### src/rtl/assert_macros.svh
// ----------------------------------------------------------------------------
// assert_macros.svh
// Concurrent assertion shorthands shared by the RTL.
// ----------------------------------------------------------------------------
`ifndef ASSERT_MACROS_SVH
`define ASSERT_MACROS_SVH

// Same-cycle implication, disabled while reset is asserted.
`define ASSERT_IMPLIES(label, clk, rst_n, a, b) \
    label: assert property (@(posedge clk) disable iff (!(rst_n)) (a) |-> (b)) \
        else $error("assertion failed: same-cycle implication");

// Next-cycle implication, disabled while reset is asserted.
`define ASSERT_NEXT(label, clk, rst_n, a, b) \
    label: assert property (@(posedge clk) disable iff (!(rst_n)) (a) |=> (b)) \
        else $error("assertion failed: next-cycle implication");

`endif

### src/rtl/hwsc_pkg.sv
// ----------------------------------------------------------------------------
// hwsc_pkg
// Shared constants, types and codes for the head window height span check.
// ----------------------------------------------------------------------------
`default_nettype none

package hwsc_pkg;

    localparam int MAX_ROW_POINTS = 256;
    localparam int HEIGHT_W       = 16;
    localparam int CFG_W          = 14;
    localparam int CNT_W          = $clog2(MAX_ROW_POINTS + 1);
    localparam int SUM_W          = HEIGHT_W + CNT_W;
    localparam int DIV_STEP_W     = $clog2(SUM_W);
    localparam int LIMIT_W        = HEIGHT_W + 2;
    localparam int PADDR_W        = 3;
    localparam int PDATA_W        = 32;

    localparam logic [PADDR_W-1:0] ADDR_DEPTH_MARGIN = 3'd0;
    localparam logic [PADDR_W-1:0] ADDR_SPAN_LIMIT   = 3'd4;

    localparam logic [CFG_W-1:0] DEPTH_MARGIN_RST = 14'd250;
    localparam logic [CFG_W-1:0] SPAN_LIMIT_RST   = 14'd350;

    localparam logic signed [HEIGHT_W-1:0] MEAN_MOST_POS = 16'sh7FFF;
    localparam logic signed [HEIGHT_W-1:0] MEAN_MOST_NEG = 16'sh8000;

    typedef enum logic [2:0] {
        ST_IDLE,
        ST_CLOSE,
        ST_DIV,
        ST_FIN,
        ST_OUT
    } state_t;

    typedef struct packed {
        logic                    start;
        logic signed [SUM_W-1:0] sum;
        logic [CNT_W-1:0]        count;
    } div_req_t;

    typedef struct packed {
        logic                       done;
        logic signed [HEIGHT_W-1:0] mean;
    } div_rsp_t;

endpackage

`default_nettype wire

### src/rtl/hwsc_div.sv
// ----------------------------------------------------------------------------
// hwsc_div
// Radix-2 restoring divider: signed row sum over unsigned point count,
// truncating toward zero, one quotient bit per cycle.
// ----------------------------------------------------------------------------
`default_nettype none

`include "assert_macros.svh"

module hwsc_div (
    input  wire logic              aclk,
    input  wire logic              aresetn,
    input  wire hwsc_pkg::div_req_t req,
    output hwsc_pkg::div_rsp_t      rsp
);
    import hwsc_pkg::*;

    logic                  busy_reg;
    logic                  done_reg;
    logic                  neg_reg;
    logic [DIV_STEP_W-1:0] step_reg;
    logic [CNT_W-1:0]      rem_reg;
    logic [CNT_W-1:0]      dvs_reg;
    logic [SUM_W-1:0]      dvd_reg;
    logic [HEIGHT_W-1:0]   mean_reg;

    logic [SUM_W-1:0]      sum_mag;
    logic [CNT_W:0]        shifted;
    logic [CNT_W+1:0]      diff;
    logic                  ge;
    logic [CNT_W-1:0]      rem_next;
    logic [SUM_W-1:0]      quo_next;
    logic [SUM_W-1:0]      quo_neg;

    always_comb begin
        sum_mag  = req.sum[SUM_W-1] ? (~req.sum + 1'b1) : req.sum;
        shifted  = {rem_reg, dvd_reg[SUM_W-1]};
        diff     = {1'b0, shifted} - {2'b00, dvs_reg};
        ge       = !diff[CNT_W+1];
        rem_next = ge ? diff[CNT_W-1:0] : shifted[CNT_W-1:0];
        quo_next = {dvd_reg[SUM_W-2:0], ge};
        quo_neg  = ~quo_next + 1'b1;
    end

    always_ff @(posedge aclk) begin
        if (!aresetn) begin
            busy_reg <= 1'b0;
            done_reg <= 1'b0;
        end else begin
            done_reg <= 1'b0;
            if (req.start) begin
                busy_reg <= 1'b1;
            end else if (busy_reg && step_reg == '0) begin
                busy_reg <= 1'b0;
                done_reg <= 1'b1;
            end
        end
    end

    always_ff @(posedge aclk) begin
        if (req.start) begin
            neg_reg  <= req.sum[SUM_W-1];
            dvs_reg  <= req.count;
            dvd_reg  <= sum_mag;
            rem_reg  <= '0;
            step_reg <= DIV_STEP_W'(SUM_W - 1);
        end else if (busy_reg) begin
            rem_reg  <= rem_next;
            dvd_reg  <= quo_next;
            step_reg <= step_reg - 1'b1;
            if (step_reg == '0) begin
                mean_reg <= neg_reg ? quo_neg[HEIGHT_W-1:0] : quo_next[HEIGHT_W-1:0];
            end
        end
    end

    assign rsp.done = done_reg;
    assign rsp.mean = mean_reg;

    `ASSERT_IMPLIES(a_start_when_free, aclk, aresetn, req.start, !busy_reg && !done_reg)
    `ASSERT_NEXT(a_done_after_last, aclk, aresetn, busy_reg && step_reg == '0 && !req.start,
                 done_reg && !busy_reg)

endmodule

`default_nettype wire

### src/rtl/head_window_height_span_check.sv
// ----------------------------------------------------------------------------
// head_window_height_span_check
// Row-mean height span test over the depth points of one candidate window.
// ----------------------------------------------------------------------------
// Usage:
//   s_* carries one depth point per transaction, with row_end / window_end
//   flags. A point is counted if valid, nearer than center_depth plus
//   depth_margin, and its row holds fewer than MAX_ROW_POINTS counted points.
//   m_* carries one result per window: is_head and height_span.
//   A point without a row or window end passes accept (ST_IDLE) and the close
//   check (ST_CLOSE). Closing a non-empty row adds a pass through the shared
//   divider, which forms one quotient bit per cycle over the row sum width.
//   A window end adds a finish step to form the result, then the result sits
//   in the output register until taken; s_ready stays low meanwhile, so a
//   stalled receiver holds off the point stream.
//   Reset (aresetn low, synchronous) clears row and window state and loads
//   depth_margin = 250, head_span_limit = 350. Registers are on an APB-style
//   port at byte 0 and 4; write them only while the block is idle.
// ----------------------------------------------------------------------------
`default_nettype none

`include "assert_macros.svh"

module head_window_height_span_check (
    input  wire logic                                 aclk,
    input  wire logic                                 aresetn,
    // configuration
    input  wire logic                                 psel,
    input  wire logic                                 penable,
    input  wire logic                                 pwrite,
    input  wire logic [hwsc_pkg::PADDR_W-1:0]         paddr,
    input  wire logic [hwsc_pkg::PDATA_W-1:0]         pwdata,
    output logic      [hwsc_pkg::PDATA_W-1:0]         prdata,
    output logic                                      pready,
    // point stream
    input  wire logic                                 s_valid,
    output logic                                      s_ready,
    input  wire logic signed [hwsc_pkg::HEIGHT_W-1:0] s_point_height,
    input  wire logic signed [hwsc_pkg::HEIGHT_W-1:0] s_point_depth,
    input  wire logic                                 s_point_valid,
    input  wire logic signed [hwsc_pkg::HEIGHT_W-1:0] s_center_depth,
    input  wire logic                                 s_row_end,
    input  wire logic                                 s_window_end,
    // result
    output logic                                      m_valid,
    input  wire logic                                 m_ready,
    output logic                                      m_is_head,
    output logic      [hwsc_pkg::HEIGHT_W-1:0]        m_height_span
);
    import hwsc_pkg::*;

    state_t state_reg, state_next;

    logic [CFG_W-1:0]           depth_margin_reg;
    logic [CFG_W-1:0]           span_limit_reg;
    logic signed [SUM_W-1:0]    row_sum_reg, row_sum_next;
    logic [CNT_W-1:0]           row_count_reg, row_count_next;
    logic signed [HEIGHT_W-1:0] least_reg, least_next;
    logic signed [HEIGHT_W-1:0] greatest_reg, greatest_next;
    logic                       any_row_reg, any_row_next;
    logic                       wend_reg, wend_next;
    logic                       rend_reg, rend_next;
    logic                       is_head_reg, is_head_next;
    logic [HEIGHT_W-1:0]        span_reg, span_next;

    logic                       s_fire;
    logic                       m_fire;
    logic                       cfg_wr;
    logic signed [LIMIT_W-1:0]  near_limit;
    logic                       counted;
    logic [HEIGHT_W:0]          span_full;
    div_req_t                   div_req;
    div_rsp_t                   div_rsp;

    assign s_fire = s_valid && s_ready;
    assign m_fire = m_valid && m_ready;
    assign cfg_wr = psel && penable && pwrite && pready;

    // configuration port
    assign pready = 1'b1;

    always_ff @(posedge aclk) begin
        if (!aresetn) begin
            depth_margin_reg <= DEPTH_MARGIN_RST;
            span_limit_reg   <= SPAN_LIMIT_RST;
        end else if (cfg_wr) begin
            case (paddr)
                ADDR_DEPTH_MARGIN: depth_margin_reg <= pwdata[CFG_W-1:0];
                ADDR_SPAN_LIMIT:   span_limit_reg   <= pwdata[CFG_W-1:0];
                default: ;
            endcase
        end
    end

    always_comb begin
        case (paddr)
            ADDR_DEPTH_MARGIN: prdata = PDATA_W'(depth_margin_reg);
            ADDR_SPAN_LIMIT:   prdata = PDATA_W'(span_limit_reg);
            default:           prdata = '0;
        endcase
    end

    // sequencer
    always_comb begin
        state_next = state_reg;
        case (state_reg)
            ST_IDLE: begin
                if (s_fire) state_next = ST_CLOSE;
            end
            ST_CLOSE: begin
                if ((rend_reg || wend_reg) && row_count_reg != '0) state_next = ST_DIV;
                else if (wend_reg)                                 state_next = ST_FIN;
                else                                               state_next = ST_IDLE;
            end
            ST_DIV: begin
                if (div_rsp.done) state_next = wend_reg ? ST_FIN : ST_IDLE;
            end
            ST_FIN: state_next = ST_OUT;
            ST_OUT: begin
                if (m_fire) state_next = ST_IDLE;
            end
            default: state_next = ST_IDLE;
        endcase
    end

    always_comb begin
        s_ready       = (state_reg == ST_IDLE);
        m_valid       = (state_reg == ST_OUT);
        div_req.start = (state_reg == ST_CLOSE) && (rend_reg || wend_reg)
                        && row_count_reg != '0;
        div_req.sum   = row_sum_reg;
        div_req.count = row_count_reg;
    end

    always_ff @(posedge aclk) begin
        if (!aresetn) state_reg <= ST_IDLE;
        else          state_reg <= state_next;
    end

    // datapath
    assign near_limit = LIMIT_W'(s_center_depth) + $signed({4'b0000, depth_margin_reg});
    assign counted    = s_point_valid && (LIMIT_W'(s_point_depth) < near_limit)
                        && (row_count_reg < CNT_W'(MAX_ROW_POINTS));
    assign span_full  = {greatest_reg[HEIGHT_W-1], greatest_reg}
                        - {least_reg[HEIGHT_W-1], least_reg};

    always_comb begin
        row_sum_next   = row_sum_reg;
        row_count_next = row_count_reg;
        least_next     = least_reg;
        greatest_next  = greatest_reg;
        any_row_next   = any_row_reg;
        wend_next      = wend_reg;
        rend_next      = rend_reg;
        is_head_next   = is_head_reg;
        span_next      = span_reg;
        case (state_reg)
            ST_IDLE: begin
                if (s_fire) begin
                    wend_next = s_window_end;
                    rend_next = s_row_end;
                    if (counted) begin
                        row_sum_next   = row_sum_reg + SUM_W'(s_point_height);
                        row_count_next = row_count_reg + 1'b1;
                    end
                end
            end
            ST_CLOSE: begin
                // divider has latched the row, so the row can be cleared now
                if (rend_reg || wend_reg) begin
                    row_sum_next   = '0;
                    row_count_next = '0;
                end
            end
            ST_DIV: begin
                if (div_rsp.done) begin
                    if (div_rsp.mean < least_reg)    least_next    = div_rsp.mean;
                    if (div_rsp.mean > greatest_reg) greatest_next = div_rsp.mean;
                    any_row_next = 1'b1;
                end
            end
            ST_FIN: begin
                span_next     = any_row_reg ? span_full[HEIGHT_W-1:0] : '0;
                is_head_next  = (any_row_reg ? span_full[HEIGHT_W-1:0] : '0)
                                <= HEIGHT_W'(span_limit_reg);
                least_next    = MEAN_MOST_POS;
                greatest_next = MEAN_MOST_NEG;
                any_row_next  = 1'b0;
            end
            default: ;
        endcase
    end

    always_ff @(posedge aclk) begin
        if (!aresetn) begin
            row_sum_reg   <= '0;
            row_count_reg <= '0;
            least_reg     <= MEAN_MOST_POS;
            greatest_reg  <= MEAN_MOST_NEG;
            any_row_reg   <= 1'b0;
            wend_reg      <= 1'b0;
            rend_reg      <= 1'b0;
        end else begin
            row_sum_reg   <= row_sum_next;
            row_count_reg <= row_count_next;
            least_reg     <= least_next;
            greatest_reg  <= greatest_next;
            any_row_reg   <= any_row_next;
            wend_reg      <= wend_next;
            rend_reg      <= rend_next;
        end
    end

    always_ff @(posedge aclk) begin
        is_head_reg <= is_head_next;
        span_reg    <= span_next;
    end

    assign m_is_head     = is_head_reg;
    assign m_height_span = span_reg;

    hwsc_div u_div (
        .aclk    (aclk),
        .aresetn (aresetn),
        .req     (div_req),
        .rsp     (div_rsp)
    );

    `ASSERT_IMPLIES(a_no_accept_with_result, aclk, aresetn, m_valid, !s_ready)
    `ASSERT_IMPLIES(a_done_only_in_div, aclk, aresetn, div_rsp.done, state_reg == ST_DIV)
    `ASSERT_NEXT(a_start_enters_div, aclk, aresetn, div_req.start, state_reg == ST_DIV)
    `ASSERT_NEXT(a_window_cleared, aclk, aresetn, state_reg == ST_FIN,
                 !any_row_reg && row_count_reg == '0)

endmodule

`default_nettype wire
### config.mk
export PLATFORM = sky130hd
export DESIGN_NAME = head_window_height_span_check
export DESIGN_NICKNAME = d
export VERILOG_FILES = /design/src/rtl/hwsc_pkg.sv /design/src/rtl/hwsc_div.sv /design/src/rtl/head_window_height_span_check.sv
export VERILOG_INCLUDE_DIRS = /design/src /design/src/rtl
export SDC_FILE = /design/constraint.sdc
export NUM_CORES = 1
export LEC_CHECK = 0
export ABC_CLOCK_PERIOD_IN_PS = 7900
export BUFFER_PORTS_ARGS = -buffer_cell sky130_fd_sc_hd__buf_2
export CAP_MARGIN = 20
export CELL_PAD_IN_SITES_DETAIL_PLACEMENT = 2
export CELL_PAD_IN_SITES_GLOBAL_PLACEMENT = 2
export CORE_MARGIN = 1
export CORE_UTILIZATION = 39
export DETAILED_ROUTE_END_ITERATION = 10
export PLACE_DENSITY_LB_ADDON = 0.1
export SETUP_SLACK_MARGIN = 0.15
export SYNTH_ARGS = -nofsm -noshare
export SYNTH_HDL_FRONTEND = slang
export SYNTH_SLANG_ARGS = --single-unit
### constraint.sdc
create_clock -name aclk -period 7.9 [get_ports aclk]
set_input_delay 1.975 -clock aclk [delete_from_list [all_inputs] [get_ports aclk]]
set_output_delay 1.975 -clock aclk [all_outputs]
set_load 0.01 [all_outputs]
* Word-level counts from Yosys, hierarchy flattened
Cells that the tools add are included.
Word-level totals: register bits 184, bits in latches 0, bits in writable memories 0, memory bits (read-only) 0, input port bits 93, output and inout bits 52, word-level logic and storage cells 111, memories 0
Cells by class: add/subtract/negate cells 8, multipliers 0, divide/modulo/power cells 0, order comparisons 5, equality and inequality tests 12, shift-type cells 0, mux-type cells 32, bitwise gates (word level) 4, reduce and logical (&&, ||, !) cells 30
Operators by type and width (number):
- 25-bit two-way mux | 6
- 16-bit two-way mux | 6
- 16-bit case mux with 2 select lines | 2
- 25-bit case mux with 2 select lines | 1
- 9-bit two-way mux | 4
- 14-bit case mux with 2 select lines | 1
- 25-bit by 1-bit adder with 25-bit output, second input constant | 1
- 25-bit by 16-bit adder with 25-bit output | 1
- 25-bit inverter | 1
- 9-bit case mux with 2 select lines | 1
- 16-bit by 15-bit adder with 17-bit output | 1
- 16-bit by 17-bit < comparator with 1-bit output | 1
- 16-bit by 1-bit adder with 16-bit output, second input constant | 1
- 16-bit > comparator | 1
- 16-bit by 14-bit <= comparator with 1-bit output | 1
- 16-bit < comparator | 1
- 16-bit inverter | 1
- 16-bit subtractor | 1
- 3-bit case mux with 5 select lines | 1
- 3-bit AND reduction | 4
- 10-bit by 9-bit subtractor with 11-bit output | 1
- 1-bit logical AND | 10
- 9-bit by 1-bit adder with 9-bit output, second input constant | 1
- 9-bit < comparator, second input constant | 1
- 20 further kinds | 41

* Longest topological paths before layout
depth in word-level cells 7, mapped depth 21, gate-level depth less buffers 20

* Cells and area by module
From an unflattened synthesis, not the netlist that was laid out.
Unflattened totals: cells, all modules 1402, area total of the unflattened synthesis 12419.4 µm²
Modules (own cells, without submodules):
- head_window_height_span_check | times used 1, cells an instance 1046, area each 8705.8 µm², sequential area each 2512.4 µm²
- hwsc_div | times used 1, cells an instance 356, area each 3713.6 µm², sequential area each 1851.8 µm²

* Worst setup path after synthesis
No wires, ideal clock.
kind input -> register, from input s_center_depth[1] (netlist bit), to register row_sum_reg[7], setup time 0.128 ns, data arrival time 5.786 ns, required time 7.772 ns, path slack 1.986 ns, cell stages on the path 18, buffers on the path 1, cell sequence ha_1 > a21o_1 > a21o_1 > a2111oi_0 > o31ai_1 > o211ai_1 > a21oi_1 > o21ai_0 > xor2_1 > ha_1 > nand4_1 > a2111oi_0 > a21oi_1 > mux2i_1 > a21oi_1 > clkbuf_1 > mux2i_1 > nor2_1
Between the ends: cells in the longest elaborated chain, start to end 6
RTL lines:
- start: declaration | RTL line head_window_height_span_check.sv:41 | input wire logic signed [hwsc_pkg::HEIGHT_W-1:0] s_center_depth,
- 16-bit by 15-bit adder with 17-bit output | RTL line head_window_height_span_check.sv:141 | assign near_limit = LIMIT_W'(s_center_depth) + $signed({4'b0000, depth_margin_reg});
- 16-bit by 17-bit < comparator with 1-bit output | RTL line head_window_height_span_check.sv:142 | assign counted = s_point_valid && (LIMIT_W'(s_point_depth) < near_limit)
- 1-bit logical AND | RTL line head_window_height_span_check.sv:142
- 1-bit logical AND | RTL line head_window_height_span_check.sv:143 | && (row_count_reg < CNT_W'(MAX_ROW_POINTS));
- 2-bit by 1-bit inequality test with 1-bit output (no source line)
- 4-bit AND reduction (no source line)
- end signal: assignment | RTL line head_window_height_span_check.sv:204 | row_sum_reg <= row_sum_next;
- end: declaration | RTL line head_window_height_span_check.sv:56 | logic signed [SUM_W-1:0] row_sum_reg, row_sum_next;
Every way passes these cells. A chain may end at the register's enable or synchronous reset.

* Worst setup path in the final report
from input s_center_depth[1] (netlist bit), to register row_sum_reg[11]
The elaborated chain is that of the path after synthesis.

==> results.md <==
* Top cell type's share of synthesized area at 18.55%
* Status: complete, no violations
* Root Driver: clkbuf_16
* PortBufs at 107
* Max Fclk at 0.1538 GHz
* DRC viols at 0
* Hold_ws at 0.4874 ns
* Initial DRC count at 405
* Switch Pwr at between 0.0008 and 0.0009 W
* Largest area contributor in the netlist: dfxtp_1
* Worst R2R Start: depth_margin_reg[1]
* Worst clock skew at 0.01361 ns
* Distinct cells, synth at 64
* Worst Path Max Fanout at 14
* Antenna violations before repair at 1
* Slew Viols, Final at 0
* Ys Warns at 0
* Multi-input gate area at 7510 um^2
* Worst setup EP type: flop
* Vias/cell at ~5.6
* Global-route wire length before repair at 65.49 mm
* #FFs+latches synth at between 150 and 200
* Largest net degree at the start of global routing at 49
* Flop pwr share at between 40% and 50%
* Mapped Cells at 1,458
* Largest buffer count on any clock path at 2
* Worst-Margin Slew at between 1 and 1.5 ns
* Fin crit period at 6.501 ns
* Core area at 31,560 um^2
* CP Launch Type: input pin
* CTS buffer count at 17
* Post-Synthesis Cell Area at 12,520 um^2
* Vias in the first global route at 12,270
* Syn avg cell area at approximately 8.6 um^2
* Routed WL per cell at between 20 and 25 um
* CTS resizes at 0
* Pre-CTS WS at 0.9147 ns
* CP Cell Sequence: buf_2, ha_1, a21o_1, a21o_1, a2111oi_0, o31ai_1, o211ai_1, a21oi_1, o21ai_0, xor2_1, ha_1, nand4_1, a2111oi_0, a21oi_1, mux2i_1, and2_0, buf_4, nand3_1, a21oi_1
* Clock Power Share at 36.1%
* FF+latch area at 4364 um^2
* Chip height at 181.1 um
* Commonest non-fill, non-tap cells in the layout: nand2_1 (149), ha_1 (128), dfxtp_1 (116)
* Final setup margin at 1.399 ns
* Hold_sp: depth_margin_reg[12]
* Worst skew pair latency at around 0.46 ns
* Synthesis-to-layout area growth at 11.82%
* Period utilization at 82.29%
* CTS Hold Bufs at 0
* Nets at 1,766
* Internal Power at between 0.0015 and 0.002 W
* GRT Max-Usage Layer: met2
* DR vias at roughly 11,000
* Pwr/cell area at 179.3 nW/um^2
* Number of synthesized flops with an enable pin at 68
* Overflow after GRT at 0
* Clk slew on worst S/H paths at around 0.08 ns
* # fillers at roughly 3,500
* Global-route met2 utilization at 48.86%
* Switching part of the total at around a third
* Ports at 145
* 1st-pass router iterations at 4
* Post-CTS setup buffer count at 0
* CTS tree: built
* CP peak stage delay at 0.67 ns
* Setup violators final at 0
* CP startpoint: s_center_depth[1]
* Share of layout cells above drive strength 1 at about 11%
* GR Layer Usage met3 at slightly above 3%
* Die area at 32,810 um^2
* HP Class: reg2reg
* Register area share after synthesis at 34.87%
* Dpl cells at 1,923
* Endpoints failing hold at 0
* Setup TNS at 0 ns
* GR met1 Demand/Resource at 28.34%
* Initial Utilization at 39.66%
* HPWL after DPL at 30.71 mm
* Row count at 65
* RSZ-0062 raised after global routing: false
* GP Congestion at about 0.8
* Max-Cap Viols at 0
* Gr usage total at 25.22%
* Top cells by area, synth: dfxtp_1 (19%), edfxtp_1 (16%), ha_1 (13%)
* Peak VDD IR at between 100 and 150 uV
* Leak Pwr at 6.077 nW
* CP dominant cell by count: a21oi_1
* Slew headroom at 32.46%
* Clock sinks at 184
* Async SR Flop Fraction at 0%
* Worst path slowest cell: a2111oi_0
* Antenna Nets Post-Route at 0
* WS Path Type: in2reg
* Die W at between 150 and 200 um
* Cell Count, Final, Fillers Out at slightly below 2,000
* Logic pwr share at 21.2%
* Top FF cell, synth: dfxtp_1
* Critical Path RT at 8.28 ns
* H-tree levels at 4
* Commonest non-fill, non-tap cell in the layout: nand2_1
* Arrival time at the worst endpoint at 6.89 ns
* Final WL at ~40 mm
[worst max-delay path: cells and delay by family]
| kind | cells | cell delay (ns) |
|---|---|---|
| AO/OA/AOI/OAI | 10 | 2.63 |
| XOR/XNOR | 1 | 0.12 |
| adder cells (fa/ha/maj) | 2 | 0.60 |
| buffers and inverters | 2 | 0.45 |
| multiplexers | 1 | 0.32 |
| AND/OR/NAND/NOR | 3 | 0.78 |
[stage by stage]
step	instance area (um^2)	power, W	util (%)
after floorplan	12580	0.001457	-
after global placement	13370	0.001588	42.38
after detailed placement	13370	0.001624	42.38
after CTS	13980	0.002537	44.31
after global routing	13990	0.002635	44.34
final	13990	0.002510	44.35
[Yosys cell counts (20+ instances only)]
cell type / instances
a21o_1: 28
a21oi_1: 102
and2_1: 20
clkbuf_1: 50
dfxtp_1: 116
edfxtp_1: 68
ha_1: 128
inv_1: 95
mux2i_1: 44
nand2_1: 149
nand3_1: 61
nand4_1: 25
nor2_1: 110
nor3_1: 29
o21ai_0: 100
xnor2_1: 49
xor2_1: 40
[kinds of logic after synthesis]
family                   share of synthesized area (%)
multiplexers                                     3.789
AND/OR/NAND/NOR                                  18.61
other                                          0.06000
XOR/XNOR                                         6.228
buffers and inverters                            5.708
AO/OA/AOI/OAI                                    17.29
adder cells (fa/ha/maj)                          13.44
flip-flops                                       34.87
[area by class of cell]
| type | instances | share of cell area [%] |
|---|---|---|
| Antenna cell | 2 | 0.03576 |
| Clock buffer | 17 | 3.040 |
| Clock inverter | 15 | 1.305 |
| Inverter | 97 | 2.602 |
| Multi-Input combinational cell | 1120 | 53.66 |
| Sequential cell | 184 | 31.18 |
| Tap cell | 402 | 3.594 |
| Timing Repair Buffer | 121 | 4.578 |
[per-layer routing]
layer	vias to the layer above	share of wire, %
met5	-	0
met3	48	1.6
li1	5348	-
met1	5500	42
met2	129	54
met4	0	2.1
[final timing paths]
kind                                             end  slack, ns  cells after the start
worst max-delay path                 row_sum_reg[11]       1.40                     19
worst min-delay path            depth_margin_reg[12]       0.49                      2
worst max register to register       row_sum_reg[11]       2.69                     18
worst min register to register  depth_margin_reg[12]       0.49                      2
[power groups by stage]
stage	logic, W	registers, W	clock network (W)
global route	0.000600	0.00108	0.000955
detailed placement	0.000530	0.00109	0
global placement	0.000497	0.00109	0
floorplan	0.000382	0.00107	0
CTS	0.000541	0.00107	0.000923
finish	0.000531	0.00107	0.000906
(Power assumes the default switching activity.)
